**src/design/cssm_pkg.sv**
```systemverilog
`default_nettype none

package cssm_pkg;

  localparam int unsigned ByteW = 8;
  localparam int unsigned QDepth = 4;
  localparam int unsigned QPtrW = $clog2(QDepth);
  localparam int unsigned QCntW = $clog2(QDepth + 1);
  localparam int unsigned MaxRes = 3;
  localparam int unsigned ResCntW = $clog2(MaxRes + 1);

  typedef logic [ByteW-1:0] byte_t;

  typedef struct packed {
    logic  end_of_text;
    logic  byte_valid;
    byte_t out_byte;
  } res_t;

  typedef enum logic [2:0] {
    MODE_NORMAL  = 3'd0,
    MODE_SLASH   = 3'd1,
    MODE_COMMENT = 3'd2,
    MODE_STAR    = 3'd3,
    MODE_STRING  = 3'd4
  } mode_e;

  localparam byte_t ChLBrace    = 8'h7b;
  localparam byte_t ChRBrace    = 8'h7d;
  localparam byte_t ChColon     = 8'h3a;
  localparam byte_t ChSemi      = 8'h3b;
  localparam byte_t ChComma     = 8'h2c;
  localparam byte_t ChGreater   = 8'h3e;
  localparam byte_t ChSlash     = 8'h2f;
  localparam byte_t ChStar      = 8'h2a;
  localparam byte_t ChSQuote    = 8'h27;
  localparam byte_t ChDQuote    = 8'h22;
  localparam byte_t ChBackslash = 8'h5c;
  localparam byte_t ChSpace     = 8'h20;
  localparam byte_t ChTab       = 8'h09;
  localparam byte_t ChLf        = 8'h0a;
  localparam byte_t ChCr        = 8'h0d;

  function automatic logic is_space(input byte_t c);
    return (c == ChSpace) || (c == ChTab) || (c == ChLf) || (c == ChCr);
  endfunction

  function automatic logic is_structural(input byte_t c);
    return (c == ChLBrace) || (c == ChRBrace) || (c == ChColon) ||
           (c == ChSemi) || (c == ChComma) || (c == ChGreater);
  endfunction

endpackage

`default_nettype wire

```
**src/design/css_text_minifier.sv**
```systemverilog
`default_nettype none

// Streaming CSS minifier. Source text enters one byte per beat on the slave
// side, with tlast on the final byte of a text. Comments outside strings are
// removed, strings pass unchanged, whitespace runs collapse to one space and
// spaces next to structural characters are dropped. Each accepted byte yields
// zero to three result beats; after the final byte a bare end marker beat
// (tuser low, tlast high) closes the text and all scanner state returns to
// its reset values. A byte is taken every cycle while the four-entry result
// queue holds at most one beat, so text that produces at most one result per
// byte streams at one byte per cycle while the sink stays ready. The sink
// drains one beat per cycle while ready, which paces multi-result bytes.
module css_text_minifier
  import cssm_pkg::*;
(
  input  wire logic clk_i,
  input  wire logic rst_ni,

  input  wire logic             s_axis_tvalid_i,
  output logic                  s_axis_tready_o,
  input  wire logic [ByteW-1:0] s_axis_tdata_i,   // [7:0] text_byte
  input  wire logic             s_axis_tlast_i,   // final_byte

  output logic                  m_axis_tvalid_o,
  input  wire logic             m_axis_tready_i,
  output logic [ByteW-1:0]      m_axis_tdata_o,   // [7:0] out_byte
  output logic                  m_axis_tuser_o,   // byte_valid
  output logic                  m_axis_tlast_o    // end_of_text
);

  mode_e mode_q, mode_d;
  logic  quote_q, quote_d;
  logic  space_q, space_d;
  logic  struct_q, struct_d;
  logic  emitted_q, emitted_d;
  logic  bslash_q, bslash_d;

  logic s_fire;
  logic m_fire;

  res_t               res [MaxRes];
  logic [ResCntW-1:0] res_n;

  res_t             q_mem [QDepth];
  logic [QPtrW-1:0] wr_q, rd_q;
  logic [QCntW-1:0] cnt_q;

  assign s_axis_tready_o = (cnt_q <= QCntW'(QDepth - MaxRes));
  assign s_fire          = s_axis_tvalid_i && s_axis_tready_o;
  assign m_axis_tvalid_o = (cnt_q != '0);
  assign m_fire          = m_axis_tvalid_o && m_axis_tready_i;

  always_comb begin
    byte_t c;
    byte_t qch;
    logic  do_normal;
    c         = s_axis_tdata_i;
    qch       = quote_q ? ChSQuote : ChDQuote;
    do_normal = 1'b0;
    mode_d    = mode_q;
    quote_d   = quote_q;
    space_d   = space_q;
    struct_d  = struct_q;
    emitted_d = emitted_q;
    bslash_d  = bslash_q;
    res_n     = '0;
    for (int i = 0; i < MaxRes; i++) begin
      res[i] = '0;
    end

    if (s_fire) begin
      unique case (mode_q)
        MODE_SLASH: begin
          if (c == ChStar) begin
            mode_d = MODE_COMMENT;
          end else begin
            res[res_n] = '{end_of_text: 1'b0, byte_valid: 1'b1, out_byte: ChSlash};
            res_n      = res_n + ResCntW'(1);
            struct_d   = is_structural(ChSlash);
            emitted_d  = 1'b1;
            mode_d     = MODE_NORMAL;
            do_normal  = 1'b1;
          end
        end
        MODE_COMMENT: begin
          if (c == ChStar) begin
            mode_d = MODE_STAR;
          end
        end
        MODE_STAR: begin
          if (c == ChSlash) begin
            mode_d = MODE_NORMAL;
          end else if (c != ChStar) begin
            mode_d = MODE_COMMENT;
          end
        end
        MODE_STRING: begin
          res[res_n] = '{end_of_text: 1'b0, byte_valid: 1'b1, out_byte: c};
          res_n      = res_n + ResCntW'(1);
          struct_d   = is_structural(c);
          emitted_d  = 1'b1;
          if (c == qch && !bslash_q) begin
            mode_d = MODE_NORMAL;
          end
          bslash_d = (c == ChBackslash);
        end
        default: begin
          mode_d    = MODE_NORMAL;
          do_normal = 1'b1;
        end
      endcase

      if (do_normal) begin
        if (is_space(c)) begin
          if (emitted_d && !struct_d) begin
            space_d = 1'b1;
          end
        end else begin
          if (space_d) begin
            space_d = 1'b0;
            if (!is_structural(c)) begin
              res[res_n] = '{end_of_text: 1'b0, byte_valid: 1'b1, out_byte: ChSpace};
              res_n      = res_n + ResCntW'(1);
              struct_d   = 1'b0;
              emitted_d  = 1'b1;
            end
          end
          if (c == ChSlash) begin
            mode_d = MODE_SLASH;
          end else begin
            res[res_n] = '{end_of_text: 1'b0, byte_valid: 1'b1, out_byte: c};
            res_n      = res_n + ResCntW'(1);
            struct_d   = is_structural(c);
            emitted_d  = 1'b1;
            if (c == ChDQuote || c == ChSQuote) begin
              mode_d   = MODE_STRING;
              quote_d  = (c == ChSQuote);
              bslash_d = 1'b0;
            end
          end
        end
      end

      if (s_axis_tlast_i) begin
        if (mode_d == MODE_SLASH) begin
          res[res_n] = '{end_of_text: 1'b0, byte_valid: 1'b1, out_byte: ChSlash};
          res_n      = res_n + ResCntW'(1);
        end
        res[res_n] = '{end_of_text: 1'b1, byte_valid: 1'b0, out_byte: '0};
        res_n      = res_n + ResCntW'(1);
        mode_d     = MODE_NORMAL;
        quote_d    = 1'b0;
        space_d    = 1'b0;
        struct_d   = 1'b0;
        emitted_d  = 1'b0;
        bslash_d   = 1'b0;
      end
    end
  end

  always_ff @(posedge clk_i or negedge rst_ni) begin
    if (!rst_ni) begin
      mode_q    <= MODE_NORMAL;
      quote_q   <= 1'b0;
      space_q   <= 1'b0;
      struct_q  <= 1'b0;
      emitted_q <= 1'b0;
      bslash_q  <= 1'b0;
      wr_q      <= '0;
      rd_q      <= '0;
      cnt_q     <= '0;
    end else begin
      mode_q    <= mode_d;
      quote_q   <= quote_d;
      space_q   <= space_d;
      struct_q  <= struct_d;
      emitted_q <= emitted_d;
      bslash_q  <= bslash_d;
      wr_q      <= wr_q + QPtrW'(res_n);
      rd_q      <= rd_q + QPtrW'(m_fire);
      cnt_q     <= cnt_q + QCntW'(res_n) - QCntW'(m_fire);
    end
  end

  always_ff @(posedge clk_i) begin
    for (int i = 0; i < MaxRes; i++) begin
      if (ResCntW'(i) < res_n) begin
        q_mem[wr_q + QPtrW'(i)] <= res[i];
      end
    end
  end

  assign m_axis_tdata_o = q_mem[rd_q].out_byte;
  assign m_axis_tuser_o = q_mem[rd_q].byte_valid;
  assign m_axis_tlast_o = q_mem[rd_q].end_of_text;

endmodule

`default_nettype wire

```
**config.mk**
```make
export PLATFORM = sky130hd
export DESIGN_NAME = css_text_minifier
export DESIGN_NICKNAME = d
export VERILOG_FILES = /design/src/design/cssm_pkg.sv /design/src/design/css_text_minifier.sv
export SDC_FILE = /design/constraint.sdc
export NUM_CORES = 1
export LEC_CHECK = 0
export BUFFER_PORTS_ARGS = -buffer_cell sky130_fd_sc_hd__buf_2
export CORE_MARGIN = 3
export CORE_UTILIZATION = 25
export DETAILED_ROUTE_END_ITERATION = 8
export GPL_TIMING_DRIVEN = 0
export SLEW_MARGIN = 20
export SYNTH_ARGS = -nofsm -noshare
export SYNTH_HDL_FRONTEND = slang
export SYNTH_SLANG_ARGS = --single-unit
export TNS_END_PERCENT = 30
```
**constraint.sdc**
```tcl
create_clock -name clk_i -period 7.2 [get_ports clk_i]
set_input_delay 1.44 -clock clk_i [delete_from_list [all_inputs] [get_ports clk_i]]
set_output_delay 1.44 -clock clk_i [all_outputs]
set_load 0.02 [all_outputs]
```
---- After elaboration in Yosys (flattened, before gate mapping) ----
Memories as Yosys holds them, arrays and structs flattened.
Cells that the tools add are included.
storage, ports and cells
  register bits after elaboration ......... 15
  memory bits (writable) .................. 40
  bits of input ports ..................... 13
  output and inout bits ................... 12
  word-level logic and storage cells ...... 193
  memories ................................ 1
memory list
  name   words  bits a word  read ports  clocked after memory_dff  wr ports  RTL line                 RTL
  q_mem  4      10           1           0                         3         css_text_minifier.sv:44  res_t q_mem [QDepth];
cells by class
  $add $sub $neg .......................... 10
  order comparisons ....................... 12
  eq/ne operators ......................... 25
  mux-type cells .......................... 98
  bitwise operators ....................... 13
  reduce and logical (&&, ||, !) cells .... 25
operators with widths
  cell                   number
  $mux W30               14
  $demux W10 S2          4
  $eq A8 B6 Y1 const B   9
  $mux W10               5
  $mux W1                40
  $mux W3                11
  $mux W2                16
  $bwmux W30             1
  $and A27 B27 Y27       1
  $not A27 Y27           1
  $and A24 B24 Y24       1
  $eq A8 B4 Y1 const B   3
  $eq A8 B7 Y1 const B   3
  $not A24 Y24           1
  $or A18 B18 Y18        1
  $pmux W9 S2            1
  $and A12 B12 Y12       1
  $ge A3 B3 Y1 const B   4
  $lt A3 B1 Y1 const B   4
  $not A12 Y12           1
  $not A2 Y3             4
  $pmux W3 S4            1
  $add A2 B1 Y2 const B  5
  $logic_or A1 B1 Y1     9
  26 further kinds       42

---- Longest topological paths before layout ----
Gate-level depths: netlist of run 1.
  depth in word-level cells ............... 29
  gate-level depth with buffers ........... 24
  depth with buffers taken out ............ 22

---- Worst setup path after synthesis of run 1 ----
Ideal clock, no wire load.
  kind .................................... input to register
  start point ............................. input s_axis_tdata_i[4]
  end point ............................... memory q_mem[2][0] (netlist name) (enable)
  setup time .............................. 0.393 ns
  arrival ................................. 6.069 ns
  path slack .............................. 0.738 ns
  stages on the path ...................... 21
  buffers on the path ..................... 2
  cells stage by stage .................... nor4b_4 > a2111oi_2 > nand2b_1 > buf_4 > inv_2 > ha_1 > a21oi_1 > inv_1 > ha_1 > nor2_1 > o21ai_0 > ha_1 > o21bai_1 > and2_1 > ha_1 > nor3_1 > a41o_1 > or2_2 > buf_2 > o31ai_1 > a211oi_1
RTL lines
  element          RTL line                 RTL
  start, declared  css_text_minifier.sv:21  input wire logic [ByteW-1:0] s_axis_tdata_i,
  end, declared    css_text_minifier.sv:44

==> flow_summary.toml, run 1 <==
[outcome]
status = "complete, no violations"

[setup_path]
r2r_setup_slack_ns = 1.32
crit_required_ns = 7.21
critPathLaunchType = "primary input"
critical_path.max_fanout = 10
criticalPathCategory = "in2reg"
cp-end-kind = "register"
arrival_ns = 6.77

[floorplanning]
die_w_um = 140
die_area_um2 = 19600
core_um2 = 17400
pin_count = 25
initial_utilization_pct = 25.8
die_y_um = 140
num_rows = 48

[clock_tree]
cts_setup_buffers = 0
clk-insertion-delay-late_ns = 0.31
cts_root_buf = "clkbuf_16"
cts-hold-fix-buffers = 0
cts_max_level = 2
cts.reportedPaths.clkPinSlew_ns = 0.07
cts_buffers = 5
clock_path_buffers = 2
cts_tree = "done"
clock-sinks = 55

[cells_and_area]
fin_nets = 485
stdcell_count = 683
fin_util_pct = 29.2
drive_gt1_share_pct = 21.2
area_delta_synth_final_pct = 13.2
n_antenna_cell = 0

[power_and_ir_drop]
power_frac_clock_pct = 18.2
ir_drop_mv = 0.100
power.switching_w = 0.000538
swShare_pct = 40.3
cellPowerDensity_nw_per_um2 = 263
p_int_w = 0.000798
combPwrFrac_pct = 48.5
p_leak_nw = 2.08
finalPower_w = 0.00134
power.share.sequential_pct = 33.3

[yosys]
syn_nets = 452
synth_common_cells = "mux2i_1 (64), edfxtp_1 (40), nand2_1 (30), nor2_1 (20), inv_1 (17)"
synth_flop_cell = "edfxtp_1"
netlist_area_um2 = 4490
yosysTopAreaCell = "edfxtp_1"
ys_ff_latch = 55
synth_edf_count = 40
async_flop_share_pct = 27.3
seq_area_frac_synth_pct = 35.1
synth.area.top_cells = "edfxtp_1 (27%), mux2i_1 (14%), dfrtp_1 (8.4%), mux4_2 (5.0%), ha_1 (3.9%)"
syn_inst = 424
synth_top_area_share_pct = 26.8
syn_avg_cell_area_um2 = 10.6
yosysMostFrequentCell = "mux2i_1"
yosysUniqueCellTypes = 79
yosys_warnings = 0

[route]
via_count = 3522
firstDrtPassIters = 4
wl_per_cell_um = 18.0
ant_nets = 0
drcViolationCount = 0
drt_wl_total_mm = 12.3
viasPerCell = 5.16
drt-initial-drc-count = 236

[placement]
placed_cells_incl_taps = 675
dp_hpwl_mm = 9.35
finalWeightedCongestion = 0.906
io_buffers = 23

[timing]
finalSetupViolations = 0
slew_headroom_pct = 26.7
worst_slew_pin_slew_ns = 1.10
min_period_ns = 6.77
rsz0062_at_grt = "yes"
hold_viol = 0
tns_ns = 0
final.period_utilization_pct = 94.0
drv_slew = 0
clock_skew_ns = 0.0107
max_freq_mhz = 148

[global_routing]
grt_pass1_vias = 3582
grt_usage_pct = 12.8
antenna_found_initial = 0
grt_max_degree = 17
grt_overflow = 0
grt_pass1_wl_mm = 20.1

[job]
cap_violations = 0

[worst_hold_path]
hp-class = "reg2reg"
-- power by group through the flow --
stage          registers [W]  clock network (W)  logic (W)
4_1_cts             0.000445           0.000256   0.000653
3_3_place_gp        0.000448                  0   0.000627
6_report            0.000445           0.000243   0.000647
3_5_place_dp        0.000452                  0   0.000649
2_1_floorplan       0.000443                  0   0.000472
5_1_grt             0.000454           0.000262   0.000718
-- layout make-up --
type                       instances  area (µm²)
multi-input combinational        322        2710
fill                            1828       12300
clock inverter                     3        15.0
timing repair buffer              26         138
buffer                            29         164
clock buffer                       5         125
inverter                          18        67.6
sequential                        55        1580
tap                              225         282
-- sequential cells by signal (all words and copies together), names as in the netlist --
register / cells
struct_q: 1
mode_q: 3
cnt_q: 3
space_q: 1
emitted_q: 1
wr_q: 2
rd_q: 2
quote_q: 1
q_mem: 40
bslash_q: 1
-- kinds of logic after synthesis --
family | count (synthesis) | share of synthesized area [%]
compound gates | 94 | 16.1
fa+ha+maj | 15 | 4.35
flops | 55 | 35.1
simple gates | 121 | 15.8
xor+xnor | 6 | 1.17
mux | 86 | 22.3
buf+inv | 47 | 5.16
-- worst paths after layout --
path                                   start          end  cells after the start
min in group asynchronous             rst_ni      quote_q                      1
hold / removal                      bslash_q     bslash_q                      2
setup / recovery           s_axis_tdata_i[4]  q_mem[2][8]                     23
max in group asynchronous             rst_ni    mode_q[2]                      1
setup reg to reg                   mode_q[0]  q_mem[2][8]                     23
hold reg to reg                     bslash_q     bslash_q                      2
-- cell usage in the layout, fill, tap and decap left out, drive strengths merged, types with 5 or more instances in the layout --
cell type and count:
mux2i 64, buf 42, edfxtp 40, nand2 30, nor2 20, inv 18
clkbuf 18, a21oi 16, dfrtp 15, o21ai 15, ha 14, mux2 12
mux4 10, and2 9, a211oi 8, o31ai 7, nand3 6, or3 6
and3 6, nor3 6, a21o 6, nand2b 5, nor2b 5, o211a 5
nand4 5
-- critical path: stages --
cell,delay (ns)
buf_2,0.15
nor4b_4,0.55
a2111oi_2,0.19
nand2b_1,0.18
buf_4,0.16
inv_2,0.16
ha_1,0.31
a21oi_1,0.33
inv_1,0.08
ha_1,0.30
nor2_1,0.20
o21ai_0,0.20
ha_1,0.31
o21bai_1,0.13
and2_1,0.17
ha_1,0.24
nor3_1,0.17
a41o_1,0.34
or2_2,0.17
buf_2,0.14
o31ai_1,0.14
a211oi_2,0.43
buf_4,0.27
-- per-layer routing --
layer	wire [µm]	GRT usage, %	up-vias
met5	0	0	-
met4	147	3.16	0
met3	538	2.01	9
met2	5760	20.9	66
met1	5840	17.7	1753
li1	-	-	1694
-- metrics by stage --
stage,setup WS [ns],hold slack (ns),area (µm²)
after global routing,-0.0244,0.524,5080
final,0.434,0.468,5080
after detailed placement,-0.112,0.459,4910
after floorplan,0.738,0.431,4490
after global placement,-0.823,0.453,4880
after CTS,0.223,0.474,5050
-- repair_timing --
action	CTS	global route
endpoints found under the setup margin	0	62
resized for setup	0	5
hold endpoints to repair	0	0
No activity file was read; power rests on OpenSTA's default activity.
==> run 2, diff against run 1 <==
--- a/config.mk
+++ b/config.mk
@@ -5,6 +5,7 @@
 export SDC_FILE = /design/constraint.sdc
 export NUM_CORES = 1
 export LEC_CHECK = 0
+export ABC_CLOCK_PERIOD_IN_PS = 7100
 export BUFFER_PORTS_ARGS = -buffer_cell sky130_fd_sc_hd__buf_2
 export CORE_MARGIN = 3
 export CORE_UTILIZATION = 25
==> constraint.sdc (replaced) <==
create_clock -name clk_i -period 7.1 [get_ports clk_i]
set_input_delay 1.42 -clock clk_i [delete_from_list [all_inputs] [get_ports clk_i]]
set_output_delay 1.42 -clock clk_i [all_outputs]
set_load 0.02 [all_outputs]
==> flow_summary.toml, run 2 (synthesis results as in run 1) <==
[route]
firstDrtPassIters = 5
m1WireLength_mm = 5.98
route.met3.wl_um = 386
wl_per_cell_um = 18.0
dr.max_layer_used = "met4"
drcViolationCount = 0
ant_nets = 0
viasPerCell = 5.20
via_count = 3552
drt-initial-drc-count = 243
drt_wl_total_mm = 12.3
wl_met2_mm = 5.80

[placement]
io_buffers = 23
placed_cells_incl_taps = 675
pre_cts_ws_ns = -0.192
dp_hpwl_mm = 9.35
finalWeightedCongestion = 0.906
dpl_cell_area_um2 = 4910

[cells_and_area]
largest_registers = "q_mem (40), cnt_q (3), mode_q (3)"
design_area_um2 = 5080
area_delta_synth_final_pct = 13.2
layout_commonest_cell = "mux2i_1"
fin_util_pct = 29.2
drive_gt1_share_pct = 21.4
top_register = "q_mem"
largest_reg_flops = 40
n_antenna_cell = 0
fin_nets = 485
stdcell_count = 683
final_cell_mix = "mux2i_1 (64), edfxtp_1 (40), buf_2 (33), nand2_1 (30), nor2_1 (20)"

[clock_tree]
cts.reportedPaths.clkPinSlew_ns = 0.07
cts-hold-fix-buffers = 0
clk-insertion-delay-late_ns = 0.31
cts_tree = "done"
clock_path_buffers = 2
clock-sinks = 55
cts_buffers = 5
cts_root_buf = "clkbuf_16"
cts_max_level = 2

[global_routing]
grt_usage_pct = 12.8
grt_overflow = 0
grt_pass1_vias = 3582
antenna_found_initial = 0
grt_pass1_wl_mm = 20.1
grt_max_degree = 17

[worst_hold_path]
hp-class = "reg2reg"

[timing]
drv_slew = 0
final.period_utilization_pct = 93.7
max_freq_mhz = 150
clock_skew_ns = 0.0118
rsz0062_at_grt = "no"
slew_headroom_pct = 23.4
worst_slew_pin_slew_ns = 1.15
tns_ns = 0
hold_viol = 0
finalSetupViolations = 0
timing.final.ws_setup_ns = 0.448
min_period_ns = 6.65

[setup_path]
max_stage_delay_ns = 0.89
crit_chain = "buf_2, nor4b_4, a2111oi_2, nand2b_1, buf_4, inv_2, ha_1, a21oi_1, inv_1, ha_1, nor2_1, o21ai_0, ha_1, o21bai_1, and2_1, inv_1, ha_1, a2111oi_2, nand2_1, mux2_2, mux2i_1"
slowest_stage = "a2111oi_2"
arrival_ns = 6.79
critPathLaunchType = "primary input"
path_delay_family = "compound AO/OA/AOI/OAI gates"
crit_required_ns = 7.24
cp-end-kind = "register"
cp_num_buf_inv = 5
criticalPathCategory = "in2reg"
crit_path_frequent_cell = "ha_1"
critical_path.max_fanout = 10

[floorplanning]
die_w_um = 140
pin_count = 25
initial_utilization_pct = 25.8
num_rows = 48
die_y_um = 140
die_area_um2 = 19600
core_um2 = 17400

[power_and_ir_drop]
ir_drop_mv = 0.102
cellPowerDensity_nw_per_um2 = 267
p_leak_nw = 2.08

[job]
cap_violations = 0

[outcome]
status = "complete, no violations"
[run 2: worst paths after layout]
path	startpoint	endpoint	slack, ns	depth (start not counted)
min	bslash_q	bslash_q	0.47	2
max	s_axis_tdata_i[4]	q_mem[0][1]	0.45	21
max in group asynchronous	rst_ni	mode_q[2]	5.82	1
min in group asynchronous	rst_ni	quote_q	1.01	1
max reg2reg	mode_q[0]	q_mem[0][1]	1.31	21
min reg2reg	bslash_q	bslash_q	0.47	2
[run 2: metrics by stage]
step / hold WS (ns) / total power, W
floorplan: 0.431 / 0.000927
global placement: 0.453 / 0.00109
detailed placement: 0.459 / 0.00112
CTS: 0.474 / 0.00137
global route: 0.524 / 0.00145
finish: 0.467 / 0.00136
[run 2: layout make-up]
class | count | area (µm²)
flip-flops and latches | 55 | 1580
inverters | 18 | 67.6
multi-input cells | 322 | 2710
clock buffers | 5 | 125
repair buffers | 26 | 138
fillers | 1827 | 12300
clock inverters | 3 | 15.0
well taps | 225 | 282
plain buffers | 29 | 164
[run 2: power breakdown]
part | total [W] | switching, W | leakage [nW] | internal (W)
sequential | 0.000452 | 0.0000319 | 0.559 | 0.000420
clock | 0.000247 | 0.000118 | 0.0649 | 0.000129
combinational | 0.000658 | 0.000397 | 1.45 | 0.000261
total | 0.00136 | 0.000547 | 2.08 | 0.000809
[run 2: timing repair]
action                     CTS  global route
setup buffers                0             0
resized for setup            0             6
setup endpoints to repair    0            70
[run 2: per-layer routing]
layer | up-vias | global-route usage (%)
li1 | 1696 | -
met3 | 10 | 2.01
met4 | 0 | 3.16
met1 | 1777 | 17.7
met5 | - | 0
met2 | 69 | 20.9
[run 2: worst min-delay path, delay by kind of cell (launching register included)]
kind             cells  cell delay (ns)
flip-flops           1             0.34
AND/OR/NAND/NOR      2             0.10
==> run 3, diff against run 2 <==
--- a/config.mk
+++ b/config.mk
@@ -5,9 +5,8 @@
 export SDC_FILE = /design/constraint.sdc
 export NUM_CORES = 1
 export LEC_CHECK = 0
-export ABC_CLOCK_PERIOD_IN_PS = 7100
+export ABC_CLOCK_PERIOD_IN_PS = 8100
 export BUFFER_PORTS_ARGS = -buffer_cell sky130_fd_sc_hd__buf_2
-export CORE_MARGIN = 3
 export CORE_UTILIZATION = 25
 export DETAILED_ROUTE_END_ITERATION = 8
 export GPL_TIMING_DRIVEN = 0
==> constraint.sdc (replaced) <==
create_clock -name clk_i -period 8.1 [get_ports clk_i]
set_input_delay 1.62 -clock clk_i [delete_from_list [all_inputs] [get_ports clk_i]]
set_output_delay 1.62 -clock clk_i [all_outputs]
set_load 0.02 [all_outputs]
==> flow_summary.toml, run 3 (synthesis results as in run 1) <==
[power_and_ir_drop]
p_int_w = 0.000748
power_frac_clock_pct = 21.2
power.switching_w = 0.000477
swShare_pct = 38.9
cellPowerDensity_nw_per_um2 = 240
power.share.sequential_pct = 32.4
ir_drop_mv = 0.0865
combPwrFrac_pct = 46.4
p_leak_nw = 2.10

[floorplanning]
die_y_um = 136
die_area_um2 = 18500
core_um2 = 17400
num_rows = 48
pin_count = 25
die_w_um = 136
initial_utilization_pct = 25.8

[setup_path]
criticalPathCategory = "in2reg"
critical_path.max_fanout = 10
arrival_ns = 7.21
critPathLaunchType = "primary input"
r2r_cells = 23
reg2reg_from = "mode_q[0]"
crit_required_ns = 8.12
r2r_end = "q_mem[1][7]"
r2r_setup_slack_ns = 2.03
cp-end-kind = "register"

[global_routing]
grt_max_degree = 17
grt_usage_pct = 14.2
grt_pass1_wl_mm = 19.9
grt_overflow = 0
antenna_found_initial = 0
grt_pass1_vias = 3622

[placement]
finalWeightedCongestion = 0.882
dp_hpwl_mm = 9.19
io_buffers = 23

[timing]
hold_viol = 0
max_freq_mhz = 139
tns_ns = 0
worst_slew_pin_slew_ns = 0.960
slew_headroom_pct = 35.8
whs_ns = 0.465
final.period_utilization_pct = 88.8
drv_slew = 0
clock_skew_ns = 0.0102
rsz0062_at_grt = "no"
min_period_ns = 7.19
finalSetupViolations = 0

[route]
drt-initial-drc-count = 276
drcViolationCount = 0
drt_wl_total_mm = 12.1
via_count = 3590
wl_per_cell_um = 17.7
firstDrtPassIters = 6
viasPerCell = 5.25
ant_nets = 0

[cells_and_area]
fin_nets = 485
layout_commonest_cell = "mux2i_1"
final_cell_mix = "mux2i_1 (64), edfxtp_1 (40), buf_2 (33), nand2_1 (30), nor2_1 (20)"
largest_registers = "q_mem (40), cnt_q (3), mode_q (3)"
nFillCells = 1821
top_register = "q_mem"
fin_util_pct = 29.2
area_delta_synth_final_pct = 13.5
largest_reg_flops = 40
drive_gt1_share_pct = 21.0

[clock_tree]
clock_path_buffers = 2
clock-sinks = 55
cts_resized = 0
cts-hold-fix-buffers = 0
cts.reportedPaths.clkPinSlew_ns = 0.07
clk-insertion-delay-late_ns = 0.31
cts_root_buf = "clkbuf_16"
cts_setup_buffers = 0
cts_max_level = 2
cts_tree = "done"
cts_buffers = 5

[outcome]
status = "complete, no violations"

[worst_hold_path]
hold_depth = 2
hold_end = "bslash_q"
hp-class = "reg2reg"
worstHoldStart = "bslash_q"

[job]
cap_violations = 0
## run 3: layout make-up
class / instances / area, µm² / share of cell area [%]
multi-input combinational: 322 / 2690 / 52.8
sequential: 55 / 1580 / 31.0
tap: 225 / 282 / 5.53
buffer: 29 / 164 / 3.22
clock buffer: 6 / 139 / 2.73
timing repair buffer: 26 / 138 / 2.70
inverter: 18 / 67.6 / 1.33
clock inverter: 2 / 35.0 / 0.688
antenna: 1 / 2.50 / 0.0492
## run 3: metal layers
layer,vias up,wire length [µm],GRT usage (%)
met5,-,0,0
li1,1694,-,-
met2,91,5590,23.1
met4,0,238,5.19
met3,14,533,2.24
met1,1791,5740,18.8
## run 3: power by group through the flow
stage	logic, W	registers, W	clock network (W)
2_1_floorplan	0.000419	0.000394	0
3_3_place_gp	0.000555	0.000399	0
3_5_place_dp	0.000572	0.000403	0
4_1_cts	0.000576	0.000397	0.000269
5_1_grt	0.000630	0.000402	0.000278
6_report	0.000568	0.000396	0.000260
## run 3: stage by stage
| stage | instance area, µm² | power (W) | setup WS (ns) | std cells |
|---|---|---|---|---|
| floorplan | 4490 | 0.000813 | 1.46 | 424 |
| global placement | 4880 | 0.000954 | -0.0607 | 672 |
| detailed placement | 4910 | 0.000974 | 0.609 | 675 |
| CTS | 5090 | 0.00124 | 0.917 | 683 |
| global route | 5090 | 0.00131 | 0.331 | 683 |
| finish | 5090 | 0.00122 | 0.906 | 684 |
## run 3: worst max path at each step
stage,start,to,slack [ns],depth (start not counted)
after floorplan,s_axis_tdata_i[4],q_mem[2][0],1.46,21
after global placement,s_axis_tdata_i[2],q_mem[2][4],-0.06,21
after detailed placement,s_axis_tdata_i[2],q_mem[1][4],0.61,22
after CTS,s_axis_tdata_i[2],q_mem[1][5],0.92,22
after global routing,s_axis_tdata_i[2],q_mem[3][7],0.33,22
final,s_axis_tdata_i[2],q_mem[1][7],0.91,22
## run 3: worst max-delay path, stage by stage
cell and delay [ns]:
buf_2 0.12, clkbuf_1 0.40, nand2_1 0.09, o211a_1 0.21
o21ai_0 0.52, ha_1 0.40, a21oi_1 0.34, inv_1 0.08
ha_1 0.29, nor2_1 0.22, o21ai_0 0.21, ha_1 0.31
o21bai_1 0.12, and2_1 0.16, ha_1 0.23, nor3_1 0.22
a41o_1 0.34, or2_2 0.17, buf_2 0.14, o211ai_1 0.14
a22oi_1 0.57, buf_4 0.29
